**config.mk**
```make
export PLATFORM = sky130hd
export DESIGN_NAME = utf8_text_sanitizer
export DESIGN_NICKNAME = d
export VERILOG_FILES = /design/src/rtl/utf8ts_pkg.sv /design/src/rtl/utf8ts_step.sv /design/src/rtl/utf8ts_obuf.sv /design/src/rtl/utf8_text_sanitizer.sv
export VERILOG_INCLUDE_DIRS = /design/src /design/src/rtl
export SDC_FILE = /design/constraint.sdc
export NUM_CORES = 1
export LEC_CHECK = 0
export ABC_AREA = 1
export BUFFER_PORTS_ARGS = -buffer_cell sky130_fd_sc_hd__buf_2
export CORE_ASPECT_RATIO = 0.5
export CORE_MARGIN = 3
export CORE_UTILIZATION = 55
export CTS_CLUSTER_SIZE = 25
export DETAILED_ROUTE_END_ITERATION = 8
export PLACE_DENSITY = 0.71
export SLEW_MARGIN = 5
export SYNTH_ARGS = -nofsm -noshare
export SYNTH_HDL_FRONTEND = slang
export SYNTH_HIERARCHICAL = 1
export SYNTH_SLANG_ARGS = --single-unit
```
**constraint.sdc**
```tcl
create_clock -name clk_i -period 11.6 [get_ports clk_i]
set_clock_uncertainty 0.15 [all_clocks]
set_input_delay 1.16 -clock clk_i [delete_from_list [all_inputs] [get_ports clk_i]]
set_output_delay 1.16 -clock clk_i [all_outputs]
set_load 0.005 [all_outputs]
```
**src/rtl/utf8_text_sanitizer_macros.svh**
```systemverilog
// Assertion macros shared by the sanitizer RTL.
`ifndef UTF8_TEXT_SANITIZER_MACROS_SVH
`define UTF8_TEXT_SANITIZER_MACROS_SVH

`ifndef SYNTHESIS
// Check that prop holds at every clock edge outside reset.
`define UTS_ASSERT(lbl, clk, rst_n, prop, msg) \
  lbl: assert property (@(posedge clk) disable iff (!(rst_n)) (prop)) else $error(msg);
// Check that expr is never true outside reset.
`define UTS_ASSERT_NEVER(lbl, clk, rst_n, expr, msg) \
  lbl: assert property (@(posedge clk) disable iff (!(rst_n)) !(expr)) else $error(msg);
`else
`define UTS_ASSERT(lbl, clk, rst_n, prop, msg)
`define UTS_ASSERT_NEVER(lbl, clk, rst_n, expr, msg)
`endif

`endif

```
**src/rtl/utf8ts_pkg.sv**
```systemverilog
// Types and constants shared by the UTF-8 text sanitizer modules.
package utf8ts_pkg;

  localparam int unsigned SeqDepth  = 6;
  localparam int unsigned MaxRes    = 8;
  localparam int unsigned LenW      = 10;
  localparam int unsigned CntW      = 3;
  localparam int unsigned ResCntW   = 4;
  localparam int unsigned ResIdxW   = 3;

  localparam logic [LenW-1:0] MaxLengthReset = 10'd256;

  localparam logic [7:0] ChQuote = 8'h27;
  localparam logic [7:0] ChSpace = 8'h20;
  localparam logic [7:0] ChQmark = 8'h3f;
  localparam logic [7:0] ChDel   = 8'h7f;
  localparam logic [7:0] ChNul   = 8'h00;

  // Per-string control state
  typedef struct packed {
    logic [CntW-1:0] needed;
    logic [CntW-1:0] held;
    logic            space_pending;
    logic            seen_nonspace;
    logic            stopped;
    logic [LenW-1:0] count;
  } ctl_t;

  // Results of one input byte, handed to the output buffer
  typedef struct packed {
    logic [MaxRes-1:0][7:0] bytes;
    logic [ResCntW-1:0]     cnt;
    logic                   has_bytes;
    logic                   eos;
  } res_t;

endpackage

```
**src/rtl/utf8ts_step.sv**
```systemverilog
// Combinational processing of one source byte: escape, validate, collapse spaces.
module utf8ts_step (
  input  utf8ts_pkg::ctl_t                               ctl_i,
  input  logic [utf8ts_pkg::SeqDepth-1:0][7:0]           seq_i,
  input  logic [7:0]                                     in_byte_i,
  input  logic                                           last_i,
  input  logic [utf8ts_pkg::LenW-1:0]                    max_length_i,
  output utf8ts_pkg::ctl_t                               ctl_d_o,
  output logic [utf8ts_pkg::SeqDepth-1:0][7:0]           seq_d_o,
  output utf8ts_pkg::res_t                               res_o
);
  import utf8ts_pkg::*;

  typedef struct packed {
    ctl_t                     c;
    logic [SeqDepth-1:0][7:0] seq;
    logic [MaxRes-1:0][7:0]   res;
    logic [ResCntW-1:0]       n;
  } work_t;

  // Append one byte to the result list
  function automatic work_t push_b(work_t w, logic [7:0] b);
    work_t r;
    r = w;
    r.res[r.n[ResIdxW-1:0]] = b;
    r.n = r.n + ResCntW'(1);
    return r;
  endfunction

  // Emit a collapsed space if one waits
  function automatic work_t flush_space(work_t w);
    work_t r;
    r = w;
    if (r.c.space_pending) begin
      r = push_b(r, ChSpace);
      r.c.space_pending = 1'b0;
    end
    return r;
  endfunction

  // Emit '?' and drop the rest of the string
  function automatic work_t fail(work_t w);
    work_t r;
    r = flush_space(w);
    r = push_b(r, ChQmark);
    r.c.stopped = 1'b1;
    r.c.needed  = '0;
    r.c.held    = '0;
    return r;
  endfunction

  // Consume one escaped byte
  function automatic work_t take(work_t w, logic [7:0] b, logic [LenW-1:0] maxlen);
    work_t           r;
    logic [CntW-1:0] nb;
    logic            bad_lead;
    r        = w;
    nb       = '0;
    bad_lead = 1'b0;
    if (!(r.c.stopped || r.c.count >= maxlen)) begin
      r.c.count = r.c.count + LenW'(1);
      if (r.c.needed != '0) begin
        if (b[7:6] != 2'b10) begin
          r = fail(r);
        end else begin
          if (r.c.held < CntW'(SeqDepth)) r.seq[r.c.held] = b;
          r.c.held   = r.c.held + CntW'(1);
          r.c.needed = r.c.needed - CntW'(1);
          if (r.c.needed == '0) begin
            r = flush_space(r);
            for (int i = 0; i < SeqDepth; i++) begin
              if (CntW'(i) < r.c.held) r = push_b(r, r.seq[i]);
            end
            r.c.held          = '0;
            r.c.seen_nonspace = 1'b1;
          end else if (r.c.count >= maxlen) begin
            r = fail(r);
          end
        end
      end else if (!b[7]) begin
        if (b < ChSpace || b == ChDel) begin
          r = fail(r);
        end else if (b == ChSpace) begin
          if (r.c.seen_nonspace) r.c.space_pending = 1'b1;
        end else begin
          r = flush_space(r);
          r = push_b(r, b);
          r.c.seen_nonspace = 1'b1;
        end
      end else begin
        // Decode the lead byte into its continuation count
        if      (b[7:6] == 2'b10)      bad_lead = 1'b1;
        else if (b[7:5] == 3'b110)     nb = CntW'(1);
        else if (b[7:4] == 4'b1110)    nb = CntW'(2);
        else if (b[7:3] == 5'b11110)   nb = CntW'(3);
        else if (b[7:2] == 6'b111110)  nb = CntW'(4);
        else if (b[7:1] == 7'b1111110) nb = CntW'(5);
        else                           bad_lead = 1'b1;
        if (bad_lead) begin
          r = fail(r);
        end else begin
          r.seq[0]   = b;
          r.c.held   = CntW'(1);
          r.c.needed = nb;
          if (r.c.count >= maxlen) r = fail(r);
        end
      end
    end
    return r;
  endfunction

  work_t w0, w1, w2, w3;
  logic  ends;

  // Run the byte, doubled when it is a quote, then close the string if needed
  always_comb begin
    ends      = (in_byte_i == ChNul) || last_i;
    w0.c      = ctl_i;
    w0.seq    = seq_i;
    w0.res    = '0;
    w0.n      = '0;
    w1        = (in_byte_i != ChNul) ? take(w0, in_byte_i, max_length_i) : w0;
    w2        = (in_byte_i == ChQuote) ? take(w1, in_byte_i, max_length_i) : w1;
    w3        = (ends && !w2.c.stopped && w2.c.needed != '0) ? fail(w2) : w2;
  end

  // Build the result bundle and next state
  always_comb begin
    res_o.bytes     = w3.res;
    res_o.has_bytes = (w3.n != '0);
    res_o.cnt       = (w3.n != '0) ? w3.n : ResCntW'(1);
    res_o.eos       = ends;
    seq_d_o         = w3.seq;
    ctl_d_o         = ends ? '0 : w3.c;
  end

endmodule

```
**src/rtl/utf8ts_obuf.sv**
```systemverilog
// Result buffer: holds one byte's results and sends one per cycle while ready.
module utf8ts_obuf (
  input  logic              clk_i,
  input  logic              rst_ni,
  input  logic              load_i,
  input  utf8ts_pkg::res_t  res_i,
  output logic              can_load_o,
  output logic              out_valid_o,
  input  logic              out_ready_i,
  output logic [7:0]        out_byte_o,
  output logic              byte_valid_o,
  output logic              end_of_run_o,
  output logic              end_of_string_o
);
  import utf8ts_pkg::*;

  logic               valid_q;
  logic [ResIdxW-1:0] idx_q;
  res_t               res_q;
  logic               last_entry;
  logic               fire;

  assign last_entry  = ({1'b0, idx_q} + ResCntW'(1)) == res_q.cnt;
  assign fire        = valid_q && out_ready_i;
  assign can_load_o  = !valid_q || (fire && last_entry);

  assign out_valid_o     = valid_q;
  assign out_byte_o      = res_q.has_bytes ? res_q.bytes[idx_q] : ChNul;
  assign byte_valid_o    = res_q.has_bytes;
  assign end_of_run_o    = last_entry;
  assign end_of_string_o = last_entry && res_q.eos;

  // Advance through the entries, reload when the last one goes out
  always_ff @(posedge clk_i or negedge rst_ni) begin
    if (!rst_ni) begin
      valid_q <= 1'b0;
      idx_q   <= '0;
    end else if (load_i) begin
      valid_q <= 1'b1;
      idx_q   <= '0;
    end else if (fire && last_entry) begin
      valid_q <= 1'b0;
    end else if (fire) begin
      idx_q <= idx_q + ResIdxW'(1);
    end
  end

  // Capture the payload
  always_ff @(posedge clk_i) begin
    if (load_i) begin
      res_q <= res_i;
    end
  end

endmodule

```
**src/rtl/utf8_text_sanitizer.sv**
```systemverilog
// UTF-8 text sanitizer top level: input register, step logic, result buffer.
//
// Source bytes arrive on the in_* channel (in_byte_i, last_i) under
// valid/ready. A zero byte or last_i ends the string; each single quote is
// doubled, UTF-8 is checked, spaces are trimmed and collapsed, and the first
// bad byte yields '?' and drops the rest of the string.
// Each request produces 1 to 7 results on the out_* channel: out_byte_o with
// byte_valid_o (0 marks an empty marker), end_of_run_o on the last result of
// the request and end_of_string_o on the last result of the string.
// An accepted request waits in the input register until the result buffer
// can load it; the step logic's results are registered there and offered.
// The result buffer sends one result per cycle while out_ready_i is high,
// so one-result requests pass at one request per cycle.
// The buffer loads the next request's results as its last entry leaves.
// When the receiver stalls, the buffer holds and the input register takes
// one more request, then in_ready_o drops.
// max_length is written on the cfg_* channel (always ready); the user must
// write it only while idle, as the block itself does not enforce this.
// Reset clears all string state and sets max_length to 256.
`include "utf8_text_sanitizer_macros.svh"

module utf8_text_sanitizer (
  input  logic                          clk_i,
  input  logic                          rst_ni,
  input  logic                          in_valid_i,
  output logic                          in_ready_o,
  input  logic [7:0]                    in_byte_i,
  input  logic                          last_i,
  output logic                          out_valid_o,
  input  logic                          out_ready_i,
  output logic [7:0]                    out_byte_o,
  output logic                          byte_valid_o,
  output logic                          end_of_run_o,
  output logic                          end_of_string_o,
  input  logic                          cfg_valid_i,
  output logic                          cfg_ready_o,
  input  logic [utf8ts_pkg::LenW-1:0]   cfg_max_length_i
);
  import utf8ts_pkg::*;

  logic                     in_valid_q;
  logic [7:0]               byte_q;
  logic                     last_q;
  logic [LenW-1:0]          max_length_q;
  ctl_t                     ctl_q, ctl_d;
  logic [SeqDepth-1:0][7:0] seq_q, seq_d;
  res_t                     res;
  logic                     can_load;
  logic                     proc;

  assign proc        = in_valid_q && can_load;
  assign in_ready_o  = !in_valid_q || can_load;
  assign cfg_ready_o = 1'b1;

  // Hold the register value
  always_ff @(posedge clk_i or negedge rst_ni) begin
    if (!rst_ni) begin
      max_length_q <= MaxLengthReset;
    end else if (cfg_valid_i) begin
      max_length_q <= cfg_max_length_i;
    end
  end

  // Input register control
  always_ff @(posedge clk_i or negedge rst_ni) begin
    if (!rst_ni) begin
      in_valid_q <= 1'b0;
    end else if (in_ready_o) begin
      in_valid_q <= in_valid_i;
    end
  end

  // Input register payload
  always_ff @(posedge clk_i) begin
    if (in_valid_i && in_ready_o) begin
      byte_q <= in_byte_i;
      last_q <= last_i;
    end
  end

  // Advance the string state when a request is processed
  always_ff @(posedge clk_i or negedge rst_ni) begin
    if (!rst_ni) begin
      ctl_q <= '0;
    end else if (proc) begin
      ctl_q <= ctl_d;
    end
  end

  // Sequence bytes need no reset: always written before read
  always_ff @(posedge clk_i) begin
    if (proc) begin
      seq_q <= seq_d;
    end
  end

  utf8ts_step u_step (
    .ctl_i        (ctl_q),
    .seq_i        (seq_q),
    .in_byte_i    (byte_q),
    .last_i       (last_q),
    .max_length_i (max_length_q),
    .ctl_d_o      (ctl_d),
    .seq_d_o      (seq_d),
    .res_o        (res)
  );

  utf8ts_obuf u_obuf (
    .clk_i           (clk_i),
    .rst_ni          (rst_ni),
    .load_i          (proc),
    .res_i           (res),
    .can_load_o      (can_load),
    .out_valid_o     (out_valid_o),
    .out_ready_i     (out_ready_i),
    .out_byte_o      (out_byte_o),
    .byte_valid_o    (byte_valid_o),
    .end_of_run_o    (end_of_run_o),
    .end_of_string_o (end_of_string_o)
  );

  // A stopped string never keeps an open sequence
  `UTS_ASSERT_NEVER(a_stop_no_seq, clk_i, rst_ni,
                    ctl_q.stopped && ctl_q.needed != '0, "stopped with open sequence")
  // Held plus missing bytes fit the sequence buffer
  `UTS_ASSERT(a_seq_fits, clk_i, rst_ni,
              ({1'b0, ctl_q.held} + {1'b0, ctl_q.needed}) <= 4'(SeqDepth), "sequence overflow")
  // A waiting request is not overwritten while the buffer is busy
  `UTS_ASSERT(a_in_hold, clk_i, rst_ni,
              (in_valid_q && !can_load) |=> (in_valid_q && $stable(byte_q) && $stable(last_q)),
              "input register lost a request")
  // End of string only on the final result of a request
  `UTS_ASSERT(a_eos_run, clk_i, rst_ni,
              (out_valid_o && end_of_string_o) |-> end_of_run_o, "end of string without end of run")

endmodule
```
### Word level (Yosys, flattened, before mapping)

Index checks and enable logic that the tools add are counted.

| word-level totals | value |
|---|---|
| RAM bits | 0 |
| latch bits | 0 |
| output and inout bits | 14 |
| register bits after elaboration | 161 |
| memories | 0 |
| ROM bits | 0 |

| cells by class | value |
|---|---|
| bitwise operators | 39 |
| multipliers | 0 |
| div/mod/pow operators | 0 |
| $lt $le $gt $ge | 78 |
| shift-type cells | 0 |
| reductions and logical operators | 56 |
| muxes and demuxes | 250 |
| add/sub/neg operators | 35 |
| eq/ne operators | 12 |

Operators with widths:

| cell | count |
|---|---|
| 2-to-1 mux 135 bit | 79 |
| 2-to-1 mux 129 bit | 42 |
| 2-to-1 mux 68 bit | 16 |
| bitwise mux 64 bit | 14 |
| demux 8 bit (select 3 bit) | 29 |
| bitwise OR 48 bit | 11 |
| 2-to-1 mux 128 bit | 2 |
| 2-to-1 mux 8 bit | 31 |
| AND 16 bit | 11 |
| NOT 16 bit | 11 |
| less-than comparator 3 x 4 -> 1 bit (second input constant) | 30 |
| AND 56 bit | 2 |
| NOT 56 bit | 2 |
| adder 4 x 1 -> 4 bit (second input constant) | 27 |
| bitwise mux 48 bit | 2 |
| 2-to-1 mux 48 bit | 2 |
| >= comparator 3 x 1 -> 1 bit (second input constant) | 29 |
| >= comparator 10 bit | 4 |
| logical AND 1 bit | 36 |
| 2-to-1 mux 10 bit | 3 |
| 2-to-1 mux 3 bit | 9 |
| binary-select mux 8 bit (select 3 bit) | 1 |
| adder 10 x 1 -> 10 bit (second input constant) | 2 |
| 2-to-1 mux 19 bit | 1 |
| 30 further kinds | 74 |

### Longest topological paths before layout

Gate-level depths: netlist of run 1.

| logic depth | value |
|---|---|
| depth in word-level cells | 158 |
| mapped depth | 74 |

### By module

The synthesis of run 1 kept the hierarchy.

By module, submodules not included:

| module | area each (um^2) | instances | cells an instance |
|---|---|---|---|
| utf8ts_step | 10390.0 | 1 | 2084 |
| utf8ts_obuf | 3005.4 | 1 | 241 |
| utf8_text_sanitizer | 2925.3 | 1 | 191 |

### Worst setup path before layout of run 1

Ideal clock, no wire load.

| path | value |
|---|---|
| path kind | register to register |
| start point | register ctl_q[14] in the netlist's numbering |
| end point | register u_obuf.res_q, in the netlist u_obuf/byte_valid_o, data pin |
| setup slack | 1759 ps |
| library setup time | 261 ps |
| buffers on the path | 1 |
| period minus slack after synthesis | 9841 ps |
| required time | 11189 ps |
| cell stages (with the launch flop) | 66 |
| arrival | 9430 ps |
| cells stage by stage | dfrtp_1 > ha_1 > inv_1 > nand3_1 > fa_1 > ha_1 > inv_1 > nand2_1 > nand2_1 > inv_1 > ha_1 > nand2_1 > nand2_1 > ha_1 > or2_1 > nand2_1 > inv_1 > ha_1 > [... 30 more ...] > inv_1 > ha_1 > nand2_1 > nand2_1 > inv_1 > nand2_1 > nand2_1 > nand2_1 > nand2_2 > nand2_1 > ha_1 > nand2_1 > nand3_4 > ha_1 > nor2_1 > a31oi_1 > nor2_1 > nand3_1 |

RTL lines:

| element | RTL line | text |
|---|---|---|
| from (decl) | utf8_text_sanitizer.sv:45 | `ctl_t ctl_q, ctl_d;` |
| from (signal assigned) | utf8_text_sanitizer.sv:86 | `ctl_q <= ctl_d;` |
| to (signal assigned) | utf8ts_obuf.sv:51 | `res_q <= res_i;` |
| to (decl) | utf8ts_obuf.sv:19 | `res_t res_q;` |

### Final worst setup path of run 1

| path | value |
|---|---|
| start point | register ctl_q[14] in the netlist's numbering |
| end point | register u_obuf/res_q[2] in the netlist's numbering, data pin |

| between the ends | value |
|---|---|
| word-level cells in the longest chain between the ends | 90 |
| elaborated cells between the ends (all ways) | 151 |

RTL lines:

| element | RTL line | text |
|---|---|---|
| adder 3 x 1 -> 3 bit | utf8ts_step.sv:67 | `r.c.held = r.c.held + CntW'(1);` |
| 2-to-1 mux 135 bit | utf8ts_step.sv:69 | `if (r.c.needed == '0) begin` |
| 2-to-1 mux 135 bit | utf8ts_step.sv:63 | `if (b[7:6] != 2'b10) begin` |
| 2-to-1 mux 135 bit | utf8ts_step.sv:62 | `if (r.c.needed != '0) begin` |
| 2-to-1 mux 135 bit | utf8ts_step.sv:60 | `if (!(r.c.stopped \|\| r.c.count >= maxlen)) begin` |
| less-than comparator 1 x 3 -> 1 bit | utf8ts_step.sv:72 | `if (CntW'(i) < r.c.held) r = push_b(r, r.seq[i]);` |
| 2-to-1 mux 68 bit | utf8ts_step.sv:72 |  |
| 2-to-1 mux 135 bit | utf8ts_step.sv:69 |  |
| [... 74 more ...] | - |  |
| 2-to-1 mux 135 bit | utf8ts_step.sv:62 |  |
| 2-to-1 mux 135 bit | utf8ts_step.sv:60 |  |
| 2-to-1 mux 135 bit * | utf8ts_step.sv:123 | `w2 = (in_byte_i == ChQuote) ? take(w1, in_byte_i, max_length_i) : w1;` |
| adder 4 x 1 -> 4 bit | utf8ts_step.sv:26 | `r.n = r.n + ResCntW'(1);` |
| 2-to-1 mux 68 bit | utf8ts_step.sv:34 | `if (r.c.space_pending) begin` |
| adder 4 x 1 -> 4 bit | utf8ts_step.sv:26 |  |
| 2-to-1 mux 135 bit * | utf8ts_step.sv:124 | `w3 = (ends && !w2.c.stopped && w2.c.needed != '0) ? fail(w2) : w2;` |
| nonzero test 4 bit | utf8ts_step.sv:131 | `res_o.cnt = (w3.n != '0) ? w3.n : ResCntW'(1);` |

Mark *: on every way between the ends. The rest lies on a longest branch, timed or not. The select of a mux whose other input is x is not followed.
A chain may end at the register's enable or synchronous reset.

==> qor.json, run 1 <==
{
  "place": {
    "dp_slack_ns": 0.5924,
    "placed_instance_count": 2875,
    "place_area_um2": 16800,
    "gp_routability_congestion": 1.056,
    "hpwl_um": 47850,
    "io_buffers": 36
  },
  "layout": {
    "filler_cell_count": 2799,
    "finish.utilization_pct": 61.12,
    "post_route_design_area_um2": 17400,
    "seqCellArea_um2": 4666,
    "layout-drive-gt1-share_pct": 10.14,
    "fin_cells": 2908,
    "multi_input_gate_area_in_the_final_layout_um2": 10020,
    "nNetsFinal": 2603,
    "synthToLayoutAreaGrowth_pct": 6.593
  },
  "logic_synthesis": {
    "synthDistinctLibCells": 66,
    "yosysSeqAreaShare_pct": 28.59,
    "area_of_the_mapped_netlist_um2": 16320,
    "synth_nets": 2607,
    "synthesis.area_per_instance_um2": 6.487,
    "syn-instance-count": 2516,
    "synth_edf_count": 127,
    "synth-seq-cells": 161,
    "async_reset_ff_share_pct": 21.12,
    "ys.flop_type": "edfxtp_1",
    "ys_warn_count": 6
  },
  "detailed_routing": {
    "antenna_violating_nets_post_route": 0,
    "drc": 0,
    "detailedRoute.firstIterationViolations": 2831,
    "routed_via_density": 6.185,
    "route.detailed.wl_per_inst_um": 21.34,
    "wl_um": 62070,
    "firstDrtPassIters": 6,
    "via_count": 17990
  },
  "clock_tree": {
    "cts_buffers": 17,
    "cts_repair_resize_count": 0,
    "clkSinkCount": 161,
    "cts_htree_levels": 4,
    "ctsLongestPathBuffers": 2,
    "clockRootBuffer": "clkbuf_16",
    "clock_tree_from_tritoncts": "yes",
    "insertion_delay_ns": 0.46,
    "hold_buffers": 0,
    "clkSlewWorstSetupHoldPaths_ns": 0.07,
    "post-cts-setup-buffer-count": 0
  },
  "global_routing": {
    "grt-ovfl-total": 0,
    "via_count_of_the_first_global_routing_pass": 15860,
    "grt_antenna_before_repair": 0,
    "groute.usage.overall_pct": 38.38,
    "grt_pass1_wl_um": 93730,
    "grt_start_max_net_pins": 82
  },
  "sta": {
    "timing.fmax_mhz": 93.35,
    "grt_setup_unrepaired": "no",
    "worst-slew-pin-transition_ns": 1.227,
    "fin_setup_tns_ns": 0,
    "finalSetupViolations": 0,
    "final_hold_viol_count": 0,
    "finalHoldWorstSlack_ns": 0.3234,
    "post-route-period-util_pct": 92.35,
    "postLayoutSetupSlackWorst_ns": 0.8876,
    "worst_slew_margin_rel_pct": 17.36,
    "timing_max_transition_violations_final": 0,
    "timing.final.crit_period_ns": 10.71
  },
  "floorplan": {
    "die_area_um2": 31900,
    "fp.dieW_um": 249.6,
    "fp.dieH_um": 127.8,
    "boundaryPins": 38,
    "core_area_um2": 28460,
    "row_count": 43,
    "effective_utilization_at_floorplan_pct": 57.34
  },
  "worst_setup_path": {
    "worst_setup_path_start_kind": "flip-flop",
    "cp.arrival_ns": 10.77,
    "cp_slowest_cell": "dfrtp_1",
    "worstRegToRegCells": 71,
    "buf_inv_stages_crit_path": 13,
    "critical_path_cell_count": 71,
    "crit_top_cell": "nand2_1",
    "ff2ff_setup_slack_ns": 0.89,
    "critical_path_peak_fanout": 13,
    "crit_path_end_kind": "flip-flop",
    "setup.worst_path.class": "reg2reg",
    "crit_family": "adder cells",
    "critical_path.reg2reg.startpoint": "ctl_q[14]",
    "slowest_delay_ns": 0.44,
    "crit_path_end": "u_obuf/res_q[2]",
    "r2r-end": "u_obuf/res_q[2]",
    "worstPathRequired_ns": 11.66,
    "timing.critical_path.from": "ctl_q[14]"
  },
  "power": {
    "ratio_of_total_power_to_cell_area_nw_per_um2": 298.3,
    "finalPower_mw": 5.189,
    "power.ir.vdd_worst_mv": 0.2039,
    "p_leak_nw": 8.358
  },
  "flow_run": {
    "drv_cap": 0
  },
  "worst_hold_path": {
    "worst_hold_path_type": "reg2reg"
  },
  "outcome": {
    "outcome": "completed"
  }
}
state kept, by name (all words and copies together), names as in the netlist:
| register | count |
|---|---|
| u_obuf/res_q | 69 |
| seq_q | 48 |
| ctl_q | 19 |
| max_length_q | 10 |
| byte_q | 8 |
| u_obuf/idx_q | 3 |
| in_valid_q | 1 |
| last_q | 1 |
| u_obuf/byte_valid_o | 1 |
| u_obuf/out_valid_o | 1 |
how the worst min path moves through the flow:
stage                               start              end  slack (ns)  cells after the start
after floorplan           max_length_q[8]  max_length_q[8]        0.30                      2
after global routing      max_length_q[8]  max_length_q[8]        0.39                      2
after global placement    max_length_q[8]  max_length_q[8]        0.31                      2
after detailed placement  max_length_q[8]  max_length_q[8]        0.32                      2
after CTS                 max_length_q[8]  max_length_q[8]        0.33                      2
final                     max_length_q[8]  max_length_q[8]        0.32                      2
metal layers:
metal | global-route usage, % | up-vias | routed length [µm]
li1 | - | 8489 | -
met1 | 55.36 | 8136 | 26320
met2 | 53.67 | 1225 | 24170
met3 | 13.74 | 136 | 9863
met4 | 11.24 | 0 | 1714
met5 | 0 | - | 0
cell families (layout without fill, tap and decap cells):
| group | count (synthesis) | after routing | synth area share (%) |
|---|---|---|---|
| fa+ha+maj | 67 | 67 | 5.182 |
| compound gates | 710 | 710 | 23.88 |
| flops | 161 | 161 | 28.59 |
| other cells | 1 | 2 | 0.02298 |
| simple gates | 1148 | 1148 | 31.23 |
| buf+inv | 412 | 421 | 10.19 |
| xor+xnor | 17 | 17 | 0.9123 |
report_power, final:
part | total (mW) | internal, mW | switching (mW) | leakage, nW
registers | 1.06 | 0.907 | 0.150 | 1.61
clock network | 0.561 | 0.295 | 0.267 | 0.281
logic | 3.57 | 1.02 | 2.55 | 6.47
cells in the final DEF (no fill, tap or decap), types with 6 or more instances in the layout:
master and instances:
a211oi_1 11, a21oi_1 136, a31oi_1 10, buf_2 36
buf_4 39, clkbuf_16 18, dfrtp_1 33, edfxtp_1 127
ha_1 66, inv_1 286, inv_2 20, nand2_1 608
nand2_2 29, nand2_4 14, nand3_1 129, nand3_2 13
nand4_1 28, nor2_1 226, nor2_2 12, nor2_4 6
nor3_1 23, o211ai_1 37, o21a_1 12, o21ai_0 423
o21ai_1 7, o221ai_1 6, o22ai_1 41, o31ai_1 6
or2_2 35, xor2_1 16
worst min-delay path, stage by stage, from the launching register on:
cell	delay, ns
dfstp_2	0.37
inv_1	0.04
o21ai_0	0.06
final cells by class:
cell class	count	area share, %
diodes	1	0.01438
clock buffers	19	2.611
clock inverters	13	0.6545
inverters	314	6.833
multi-input cells	1943	57.60
flip-flops and latches	161	26.82
well taps	382	2.747
repair buffers	75	2.719
synth_stat cells, drive strengths merged, types with 6 or more instances:
master	n	share of area, %
clkbuf	62	1.4
nand2	651	16
o22ai	41	1.6
nor3	24	0.77
o31ai	6	0.28
nor2	245	6.2
ha	66	5.1
a211oi	11	0.51
nor4	6	0.32
edfxtp	127	23
xor2	16	0.86
a31oi	10	0.38
o221ai	6	0.32
o21ai	434	13
o21a	12	0.55
nand4	29	1.1
buf	36	1.5
dfrtp	33	5.1
o211ai	38	1.8
nand3	144	4.9
a21oi	138	4.3
or2	40	1.5
inv	310	7.2
Note: power is estimated with default switching activity, not from simulation.
==> run 2, diff against run 1 <==
--- a/config.mk
+++ b/config.mk
@@ -8,13 +8,15 @@
 export LEC_CHECK = 0
 export ABC_AREA = 1
 export BUFFER_PORTS_ARGS = -buffer_cell sky130_fd_sc_hd__buf_2
+export CAP_MARGIN = 20
 export CORE_ASPECT_RATIO = 0.5
 export CORE_MARGIN = 3
 export CORE_UTILIZATION = 55
 export CTS_CLUSTER_SIZE = 25
 export DETAILED_ROUTE_END_ITERATION = 8
 export PLACE_DENSITY = 0.71
-export SLEW_MARGIN = 5
+export RECOVER_POWER = 100
+export SLEW_MARGIN = 20
 export SYNTH_ARGS = -nofsm -noshare
 export SYNTH_HDL_FRONTEND = slang
 export SYNTH_HIERARCHICAL = 1
==> qor.json, run 2 (synthesized netlist as in run 1, its figures left out) <==
{
  "power": {
    "power.ir.vdd_worst": {"value": 0.1907, "unit": "mV", "change": "-6.4%"},
    "p_leak": {"value": 8.291, "unit": "nW", "change": "-0.81%"},
    "finalPower": {"value": 5.180, "unit": "mW", "change": "-0.18%"},
    "ratio_of_total_power_to_cell_area": {"value": 299.8, "unit": "nW/µm²", "change": "+0.49%"}
  },
  "sta": {
    "grt_setup_unrepaired": "no",
    "finalHoldWorstSlack": {"value": 0.3236, "unit": "ns", "change": "+0.0002230 ns"},
    "fin_setup_tns": {"value": 0, "unit": "ns", "change": "unchanged"},
    "timing.final.crit_period": {"value": 10.76, "unit": "ns", "change": "+0.04475 ns"},
    "finalSetupViolations": {"value": 0, "change": "unchanged"},
    "timing.fmax": {"value": 92.96, "unit": "MHz", "change": "-0.42%"},
    "worst-slew-pin-transition": {"value": 4.367, "unit": "ns", "change": "+3.140 ns"},
    "post-route-period-util": {"value": 92.73, "unit": "%", "change": "+0.39 points"},
    "timing_max_transition_violations_final": {"value": 215, "change": "+215"},
    "postLayoutSetupSlackWorst": {"value": 0.8428, "unit": "ns", "change": "-0.04475 ns"},
    "worst_slew_margin_rel": {"value": -191.1, "unit": "%", "change": "-210 points"},
    "final_hold_viol_count": {"value": 0, "change": "unchanged"}
  },
  "clock_tree": {
    "clock_tree_from_tritoncts": "yes",
    "hold_buffers": {"value": 0, "change": "unchanged"},
    "clkSlewWorstSetupHoldPaths": {"value": 0.07, "unit": "ns", "change": "about the same"},
    "clockRootBuffer": "clkbuf_16",
    "cts_buffers": {"value": 17, "change": "unchanged"},
    "cts_htree_levels": {"value": 4, "change": "unchanged"},
    "clkSinkCount": {"value": 161, "change": "unchanged"},
    "ctsLongestPathBuffers": {"value": 2, "change": "unchanged"},
    "insertion_delay": {"value": 0.46, "unit": "ns", "change": "about the same"},
    "cts_repair_resize_count": {"value": 0, "change": "unchanged"},
    "post-cts-setup-buffer-count": {"value": 0, "change": "unchanged"}
  },
  "detailed_routing": {
    "route.detailed.wl_per_inst": {"value": 21.37, "unit": "µm", "change": "+0.14%"},
    "wl_met1": {"value": 26550, "unit": "µm", "change": "+0.88%"},
    "wl": {"value": 62130, "unit": "µm", "change": "+0.11%"},
    "detailedRoute.firstIterationViolations": {"value": 2861, "change": "+1.1%"},
    "routed_via_density": {"value": 6.180, "change": "about the same"},
    "drc": {"value": 0, "change": "unchanged"},
    "firstDrtPassIters": {"value": 6, "change": "unchanged"},
    "route.top_layer_used": "met4",
    "wl_met2": {"value": 24110, "unit": "µm", "change": "-0.24%"},
    "via_count": {"value": 17960, "change": "-0.12%"},
    "antenna_violating_nets_post_route": {"value": 0, "change": "unchanged"},
    "wl_met3": {"value": 9752, "unit": "µm", "change": "-1.1%"}
  },
  "place": {
    "gp_routability_congestion": {"value": 1.056, "change": "unchanged"},
    "place_area": {"value": 16800, "unit": "µm²", "change": "unchanged"},
    "hpwl": {"value": 47850, "unit": "µm", "change": "unchanged"},
    "dp_slack": {"value": 0.5924, "unit": "ns", "change": "unchanged"},
    "io_buffers": {"value": 36, "change": "unchanged"},
    "placed_instance_count": {"value": 2875, "change": "unchanged"}
  },
  "global_routing": {
    "grt_antenna_before_repair": {"value": 0, "change": "unchanged"},
    "via_count_of_the_first_global_routing_pass": {"value": 15860, "change": "unchanged"},
    "grt_pass1_wl": {"value": 93730, "unit": "µm", "change": "unchanged"},
    "grt-ovfl-total": {"value": 0, "change": "unchanged"},
    "groute.usage.overall": {"value": 38.38, "unit": "%", "change": "unchanged"},
    "grt_start_max_net_pins": {"value": 82, "change": "unchanged"}
  },
  "flow_run": {
    "drv_cap": {"value": 5, "change": "+5"}
  },
  "floorplan": {
    "row_count": {"value": 43, "change": "unchanged"},
    "effective_utilization_at_floorplan": {"value": 57.34, "unit": "%", "change": "unchanged"},
    "fp.dieH": {"value": 127.8, "unit": "µm", "change": "unchanged"},
    "die_area": {"value": 31900, "unit": "µm²", "change": "unchanged"},
    "core_area": {"value": 28460, "unit": "µm²", "change": "unchanged"},
    "fp.dieW": {"value": 249.6, "unit": "µm", "change": "unchanged"},
    "boundaryPins": {"value": 38, "change": "unchanged"}
  },
  "worst_setup_path": {
    "crit_path_end": "u_obuf/res_q[2]",
    "worst_setup_path_start_kind": "flip-flop",
    "critical_path_peak_fanout": {"value": 13, "change": "unchanged"},
    "r2r-end": "u_obuf/res_q[2]",
    "setup.worst_path.class": "reg2reg",
    "crit_top_cell": "nand2_1",
    "crit_path_end_kind": "flip-flop",
    "worstPathRequired": {"value": 11.66, "unit": "ns", "change": "about the same"},
    "worstRegToRegCells": {"value": 71, "change": "unchanged"},
    "ff2ff_setup_slack": {"value": 0.84, "unit": "ns", "change": "-0.04 ns"},
    "timing.critical_path.from": "ctl_q[14]",
    "cp.arrival": {"value": 10.82, "unit": "ns", "change": "+0.05 ns"},
    "cp_slowest_cell": "dfrtp_1",
    "critical_path.reg2reg.startpoint": "ctl_q[14]",
    "slowest_delay": {"value": 0.44, "unit": "ns", "change": "about the same"}
  },
  "layout": {
    "post_route_design_area": {"value": 17280, "unit": "µm²", "change": "-0.67%"},
    "reg.largest.list": "u_obuf/res_q: 69 flops, seq_q: 48 flops, ctl_q: 19 flops",
    "mostFrequentLayoutCells": "610 x nand2_1, 424 x o21ai_0, 291 x inv_1",
    "largest_register_ff_count": {"value": 69, "change": "unchanged"},
    "synthToLayoutAreaGrowth_pct": 5.880,
    "antenna_cells": {"value": 0, "change": "-1"},
    "filler_cell_count": {"value": 2831, "change": "+1.1%"},
    "finish.utilization": {"value": 60.72, "unit": "%", "change": "-0.41 points"},
    "layout.cells.most_common": "nand2_1",
    "nNetsFinal": {"value": 2603, "change": "unchanged"},
    "layout-drive-gt1-share": {"value": 8.950, "unit": "%", "change": "-1.2 points"},
    "largest-register": "u_obuf/res_q",
    "fin_cells": {"value": 2907, "change": "-0.034%"}
  },
  "outcome": {
    "outcome": "finished, violations left",
    "violations": "max-capacitance violations, max-slew violations"
  },
  "worst_hold_path": {
    "worst_hold_path_type": "reg2reg"
  }
}
-- run 2: report_power, final --
group / switching (mW) / internal (mW) / total, mW
combinational: 2.53 / 1.01 / 3.54
sequential: 0.149 / 0.929 / 1.08
clock: 0.267 / 0.295 / 0.562
-- run 2: worst max-delay path, delay by kind of cell (launching register included) --
family	cells	cell delay [ns]
buffers and inverters	13	1.03
AO/OA/AOI/OAI	1	0.22
flip-flops	1	0.44
AND/OR/NAND/NOR	42	4.28
adder cells (fa/ha/maj)	15	4.35
-- run 2: how the worst min path moves through the flow --
stage	start	to	slack [ns]	depth (start not counted)
floorplan	max_length_q[8]	max_length_q[8]	0.30	2
global placement	max_length_q[8]	max_length_q[8]	0.31	2
detailed placement	max_length_q[8]	max_length_q[8]	0.32	2
CTS	max_length_q[8]	max_length_q[8]	0.33	2
global route	max_length_q[8]	max_length_q[8]	0.39	2
finish	max_length_q[8]	max_length_q[8]	0.32	2
-- run 2: per-layer routing --
| layer | vias up | GRT usage (%) |
|---|---|---|
| met4 | 0 | 11.24 |
| met3 | 129 | 13.74 |
| met2 | 1196 | 53.67 |
| met5 | - | 0 |
| met1 | 8150 | 55.36 |
| li1 | 8489 | - |
-- run 2: final cells by class --
type	instances	area, µm²	share of cell area, %
Multi-Input combinational cell	1943	9940	57.52
Sequential cell	161	4666	27.00
Inverter	314	1186	6.864
Tap cell	382	478.0	2.766
Clock buffer	19	454.2	2.628
Timing Repair Buffer	75	442.9	2.563
Clock inverter	13	113.9	0.6589
